`src/rtl/core/mld_pkg.sv`:
```
// shared types and constants for the line diff block
// no dependencies; imported by the controller, datapath and top level
package mld_pkg;

    localparam int MAX_LINES   = 32;
    localparam int KEY_BITS    = 32;
    localparam int IDX_W       = $clog2(MAX_LINES);
    localparam int CNT_W       = $clog2(MAX_LINES + 1);
    localparam int MAXD        = 2 * MAX_LINES;
    localparam int D_W         = $clog2(MAXD + 1);
    localparam int POS_W       = 8;
    localparam int KOFS        = MAXD;
    localparam int ROW_LEN     = 2 * MAXD + 1;
    localparam int TRACE_DEPTH = (MAXD + 1) * ROW_LEN;
    localparam int TRACE_AW    = $clog2(TRACE_DEPTH);
    localparam int SB_DEPTH    = MAXD;
    localparam int SB_AW       = $clog2(SB_DEPTH);
    localparam int SB_CW       = $clog2(SB_DEPTH + 1);

    localparam logic [1:0] KIND_LEFT  = 2'd0;
    localparam logic [1:0] KIND_RIGHT = 2'd1;
    localparam logic [1:0] KIND_RUN   = 2'd2;

    localparam logic [1:0] OP_EQUAL  = 2'd0;
    localparam logic [1:0] OP_INSERT = 2'd1;
    localparam logic [1:0] OP_DELETE = 2'd2;
    localparam logic [1:0] OP_NONE   = 2'd3;

    typedef enum logic [3:0] {
        S_IDLE,
        S_EMPTY,
        S_F_READ,
        S_F_PICK,
        S_F_SNAKE,
        S_B_TOP,
        S_B_READ,
        S_B_PICK,
        S_B_SNAKE,
        S_TAIL,
        S_E_READ,
        S_E_LOAD
    } state_t;

    typedef struct packed {
        logic load_left;
        logic load_right;
        logic fwd_init;
        logic rd_issue;
        logic fwd_pick;
        logic snake_step;
        logic fwd_write;
        logic bk_setk;
        logic bk_pick;
        logic bk_eq;
        logic bk_edge;
        logic tail_step;
        logic emit_issue;
        logic out_load;
        logic out_none;
        logic finish;
    } cmd_t;

    typedef struct packed {
        logic both_empty;
        logic snake_match;
        logic fwd_done;
        logic d_zero;
        logic bk_more;
        logic tail_any;
        logic sb_empty;
        logic emit_last;
        logic out_free;
    } stat_t;

endpackage

```
`src/rtl/core/mld_ctrl.sv`:
```
// sequencer for load, forward search, backtrack and script output
// depends on mld_pkg for state, command and status types
module mld_ctrl
    import mld_pkg::*;
(
    input  logic       clk,
    input  logic       rst_n,
    input  logic       in_valid,
    input  logic [1:0] kind,
    input  stat_t      stat,
    output logic       in_stall,
    output cmd_t       cmd
);

    state_t state_reg;
    state_t state_next;

    always_ff @(posedge clk or negedge rst_n)
    begin
        if (!rst_n)
        begin
            state_reg <= S_IDLE;
        end
        else
        begin
            state_reg <= state_next;
        end
    end

    always_comb
    begin
        state_next = state_reg;
        unique case (state_reg)
            S_IDLE:
            begin
                if (in_valid && kind == KIND_RUN)
                begin
                    state_next = stat.both_empty ? S_EMPTY : S_F_READ;
                end
            end
            S_EMPTY:
            begin
                if (stat.out_free)
                begin
                    state_next = S_IDLE;
                end
            end
            S_F_READ:  state_next = S_F_PICK;
            S_F_PICK:  state_next = S_F_SNAKE;
            S_F_SNAKE:
            begin
                if (!stat.snake_match)
                begin
                    state_next = stat.fwd_done ? S_B_TOP : S_F_READ;
                end
            end
            S_B_TOP:   state_next = stat.d_zero ? S_TAIL : S_B_READ;
            S_B_READ:  state_next = S_B_PICK;
            S_B_PICK:  state_next = S_B_SNAKE;
            S_B_SNAKE:
            begin
                if (!stat.bk_more)
                begin
                    state_next = S_B_TOP;
                end
            end
            S_TAIL:
            begin
                if (!stat.tail_any)
                begin
                    state_next = stat.sb_empty ? S_IDLE : S_E_READ;
                end
            end
            S_E_READ:  state_next = S_E_LOAD;
            S_E_LOAD:
            begin
                if (stat.out_free)
                begin
                    state_next = stat.emit_last ? S_IDLE : S_E_READ;
                end
            end
            default:   state_next = S_IDLE;
        endcase
    end

    always_comb
    begin
        cmd      = '0;
        in_stall = (state_reg != S_IDLE);
        unique case (state_reg)
            S_IDLE:
            begin
                cmd.load_left  = in_valid && kind == KIND_LEFT;
                cmd.load_right = in_valid && kind == KIND_RIGHT;
                cmd.fwd_init   = in_valid && kind == KIND_RUN && !stat.both_empty;
            end
            S_EMPTY:
            begin
                cmd.out_load = stat.out_free;
                cmd.out_none = 1'b1;
                cmd.finish   = stat.out_free;
            end
            S_F_READ:  cmd.rd_issue = 1'b1;
            S_F_PICK:  cmd.fwd_pick = 1'b1;
            S_F_SNAKE:
            begin
                cmd.snake_step = stat.snake_match;
                cmd.fwd_write  = !stat.snake_match;
            end
            S_B_TOP:   cmd.bk_setk = !stat.d_zero;
            S_B_READ:  cmd.rd_issue = 1'b1;
            S_B_PICK:  cmd.bk_pick = 1'b1;
            S_B_SNAKE:
            begin
                cmd.bk_eq   = stat.bk_more;
                cmd.bk_edge = !stat.bk_more;
            end
            S_TAIL:
            begin
                cmd.tail_step = stat.tail_any;
                cmd.finish    = !stat.tail_any && stat.sb_empty;
            end
            S_E_READ:  cmd.emit_issue = 1'b1;
            S_E_LOAD:
            begin
                cmd.out_load = stat.out_free;
                cmd.finish   = stat.out_free && stat.emit_last;
            end
            default:   cmd = '0;
        endcase
    end

endmodule

```
`config.mk`:
```
export PLATFORM = sky130hd
export DESIGN_NAME = mld_ctrl
export DESIGN_NICKNAME = d
export VERILOG_FILES = /design/src/rtl/core/mld_pkg.sv /design/src/rtl/core/mld_ctrl.sv
export SDC_FILE = /design/constraint.sdc
export NUM_CORES = 1
export LEC_CHECK = 0
export ABC_AREA = 1
export CAP_MARGIN = 20
export CORE_MARGIN = 4
export CORE_UTILIZATION = 30
export DETAILED_ROUTE_END_ITERATION = 8
export DONT_BUFFER_PORTS = 1
export MAX_ROUTING_LAYER = met4
export PLACE_DENSITY = 0.43
export RECOVER_POWER = 100
export SLEW_MARGIN = 0
export SYNTH_ARGS = -nofsm -noshare
export SYNTH_HDL_FRONTEND = slang
export SYNTH_SLANG_ARGS = --single-unit
export TNS_END_PERCENT = 5
```
`constraint.sdc`:
```
create_clock -name clk -period 1.96 [get_ports clk]
set_clock_uncertainty 0.15 [all_clocks]
set_input_delay 0.098 -clock clk [delete_from_list [all_inputs] [get_ports clk]]
set_output_delay 0.098 -clock clk [all_outputs]
set_load 0.01 [all_outputs]
```
**Word-level counts from Yosys, hierarchy flattened**

Cells that the tools add are included.

- Register bits after elaboration: 4
- Output and inout bits: 17
- Logic and storage cells: 61

- Eq/ne operators: 19
- Muxes and demuxes: 24
- Reductions and logical operators: 17

Operators by type and width:

| cell | number |
|---|---|
| 4-bit case mux with 12 select lines | 1 |
| 4-bit 2-to-1 mux | 9 |
| 4-bit by 3-bit equality test with 1-bit output, second input constant | 4 |
| 4-bit equality test, second input constant | 4 |
| 2-bit inequality test, second input constant | 6 |
| 4-bit by 2-bit equality test with 1-bit output, second input constant | 2 |
| 1-bit 2-to-1 mux | 8 |
| 1-bit logical AND | 6 |
| 2-bit 2-to-1 mux | 3 |
| 3-bit 2-to-1 mux | 2 |
| 6-bit AND reduction | 1 |
| 1-bit zero test | 5 |
| 4-bit by 1-bit equality test with 1-bit output, second input constant | 1 |
| 4-bit zero test | 1 |
| 4-bit nonzero test | 1 |
| 2-bit OR reduction | 2 |
| 1-bit case mux with 3 select lines | 1 |
| 2-bit by 1-bit equality test with 1-bit output, second input constant | 1 |
| 2-bit equality test, second input constant | 1 |
| 2-bit zero test | 1 |

**Depth between registers and ports, before layout**

- Word-level depth: 4
- Mapped depth: 9
- Mapped depth without buffers: 9

**Worst setup path after synthesis**

OpenSTA, ideal clock, no wires.

- Kind: flip-flop to output port
- Start: register state_reg[0]
- End: output cmd[14] (netlist bit)
- Arrival: 1136 ps
- Required time: 1712 ps
- Path slack: 576 ps
- Cell stages (with the launch flop): 6
- Buffers on the path: 0
- Cells stage by stage: dfrtp_1 -> inv_2 -> nand2_1 -> nor2_1 -> inv_1 -> nor4_1

RTL lines:

| item | line | text |
|---|---|---|
| start: declaration | mld_ctrl.sv:15 | `state_t state_reg;` |
| start signal: assignment | mld_ctrl.sv:26 | `state_reg <= state_next;` |
| end: declaration | mld_ctrl.sv:12 | `output cmd_t cmd` |

==> reports/results.ini <==
[pwr]
ir_drop_mv=0.6658
switching_power_mw=0.4848
seq_power_share_pct=20.2
internal_power_summed_over_all_cells_mw=0.3473
pwr-share-clk_pct=11.8
power.total_mw=0.8321
sw_frac_of_total_pct=58.26
pwr-share-comb_pct=68.0
static_leakage_nw=0.4241
power_density_mw_per_mm2=1299

[detailed_routing]
postRouteWirelength_um=1507
detail_route.vias_per_cell=4.585
detail_route.first_pass.iterations=4
drc_errors=0
routed_wire_length_per_instance_um=11.16
drt_iter0_markers=11
num_vias=619
ant_nets=0

[critical_path]
critPathCaptureType=output port
cp_max_fo=4
critPathKind=flop to output port
cp.arrival_ns=1.51
critPathLaunchType=flop
critical_path_rt_ns=1.71

[placement]
place_inst=128
gpl.final_weighted_congestion=0.8353
dp_hpwl_um=1290
dpl-instance-area_um2=590.6
numPortBuffers=0

[global_routing]
grt-ovfl-total=0
pin_count_of_the_biggest_net_entering_global_routing=9
wire_length_of_the_first_global_routing_pass_um=2387
antenna_found_initial=0
groute.usage.overall_pct=12.06
via_count_of_the_first_global_routing_pass=557

[timing]
period_minus_slack_ns=1.758
timing.setup.tns_ns=0
max_freq_mhz=568.9
worst-slew-pin-transition_ns=0.5072
rsz0062_at_grt=false
slew_headroom_pct=65.88
timing.final.crit_share_pct=89.68
hold_viol=0
setup_viol=0
final_max_slew_viol_count=0

[floorplan]
floorplan.rows=15
core_region_area_mm2=0.001745
boundaryPins=31
die-area_mm2=0.002619
die_h_um=51.18
floorplan.initialDensity_pct=32.04
dieWidth_um=51.18

[yosys]
post-synth-top-area-cell=nand2_1
yosys.cell_types.count=18
synth_fp_nets=117
ys_seq_elements=4
postSynthAreaPerCell_um2=5.430
synth_top_area_share_pct=23.49
synth_cells=103
yosysWarnings=0
synth_seq_area_share_pct=17.90
yosys-top-cells-area=nand2_1 (23%), dfrtp_1 (18%), inv_1 (13%), nor2_1 (9.4%), nand3_1 (5.4%)
post_synthesis_instance_area_um2=559.3

[status]
status=finished clean

[job]
drv.max_cap_violation_count=0

[final_layout]
num_antenna_cells=0
syn2layout_area_growth_pct=14.54
finalCoreUtilization_pct=36.70
finalInstanceArea_um2=640.6
layout.cells.non_filler=135
share_of_post_route_cells_with_drive_strength_above_1_pct=11.82
design.final.nets=126
largest_register_ff_count=4

[clock_tree]
clock_latency_ns=0.23
clk_transition_reported_paths_ns=0.04
clock-sinks=4
tritoncts.num_buffers=3
cts_root_buf=clkbuf_4
cts.htree.levels=1
ctsResizeCount=0
post-cts-setup-buffers=0
cts_buffer_depth=2
cts_tree=yes

[min_path]
min-delay-path-class=input port to flop

[cells in the mapped netlist]
library cell,n
nand2_1,35
inv_1,20
nor2_1,14
nand3_1,6
dfrtp_1,4
nand2_2,4
nor2_2,3
inv_2,2
nand3_2,2
nand3b_1,2
nor2_4,2
nor4_1,2
o21ai_1,2
a21oi_1,1
a21oi_2,1
a31oi_1,1
nand2_4,1
o31ai_1,1
[cells by family (layout without fill, tap and decap cells)]
group / count (synthesis) / count (layout) / synth area share [%]
AO/OA/AOI/OAI: 6 / 6 / 6.712
flip-flops: 4 / 4 / 17.90
AND/OR/NAND/NOR: 71 / 71 / 60.63
buffers and inverters: 22 / 29 / 14.77
[power groups by stage]
stage | clock, mW | sequential, mW | combinational, mW
after CTS | 0.103 | 0.172 | 0.594
final | 0.0979 | 0.168 | 0.566
after floorplan | 0 | 0.160 | 0.478
after detailed placement | 0 | 0.172 | 0.583
after global routing | 0.107 | 0.175 | 0.658
after global placement | 0 | 0.174 | 0.597
[final cells by class]
type,count,area [µm²]
fill,198,1105
tap,25,31.28
sequential,4,100.1
multi-input combinational,77,364.1
timing repair buffer,4,40.04
clock buffer,3,22.52
inverter,22,82.58
[critical path: stages, from the launching register on]
cell and delay, ns:
dfrtp_1 0.42, nor2_1 0.30, nand2_2 0.12, a21oi_2 0.21, o21ai_1 0.11, o31ai_1 0.13
[repair_timing]
item	4_1_cts	5_1_grt
setup endpoints to repair	0	0
hold endpoints to repair	6	0
hold buffers	4	0
[path summary, 6_finish.rpt]
path / endpoint / slack [ns] / depth (start not counted) / startpoint
max in group asynchronous: state_reg[0] / 0.98 / 2 / rst_n
setup / recovery: cmd[0] / 0.20 / 5 / state_reg[2]
hold reg to reg: state_reg[3] / 0.40 / 2 / state_reg[3]
min in group asynchronous: state_reg[2] / 0.52 / 2 / rst_n
hold / removal: state_reg[0] / 0.02 / 4 / stat[0]
setup reg to reg: state_reg[2] / 0.36 / 8 / state_reg[2]
[metrics by stage]
step           hold slack [ns]  setup WS [ns]
2_1_floorplan          -0.3476         0.5761
3_3_place_gp           -0.3475         0.4259
3_5_place_dp           -0.3475         0.4391
4_1_cts                0.03849         0.1833
5_1_grt                0.05766        0.06118
6_report               0.02403         0.2023
[placed cells by master, fill, tap and decap left out, drive strengths merged]
master	count
nand2	40
inv	22
nor2	19
nand3	8
dlygate4sd3	4
dfrtp	4
clkbuf	3
nor4	2
nand3b	2
a21oi	2
o21ai	2
o31ai	1
a31oi	1
[per-layer routing]
| metal | up-vias | track usage (%) | wire [µm] |
|---|---|---|---|
| li1 | 326 | - | - |
| met1 | 278 | 15.32 | 681 |
| met2 | 15 | 19.74 | 734 |
| met3 | 0 | 1.458 | 91 |
| met4 | 0 | 4.036 | 0 |
| met5 | - | - | 0 |
No activity file was read; power rests on OpenSTA's default activity.
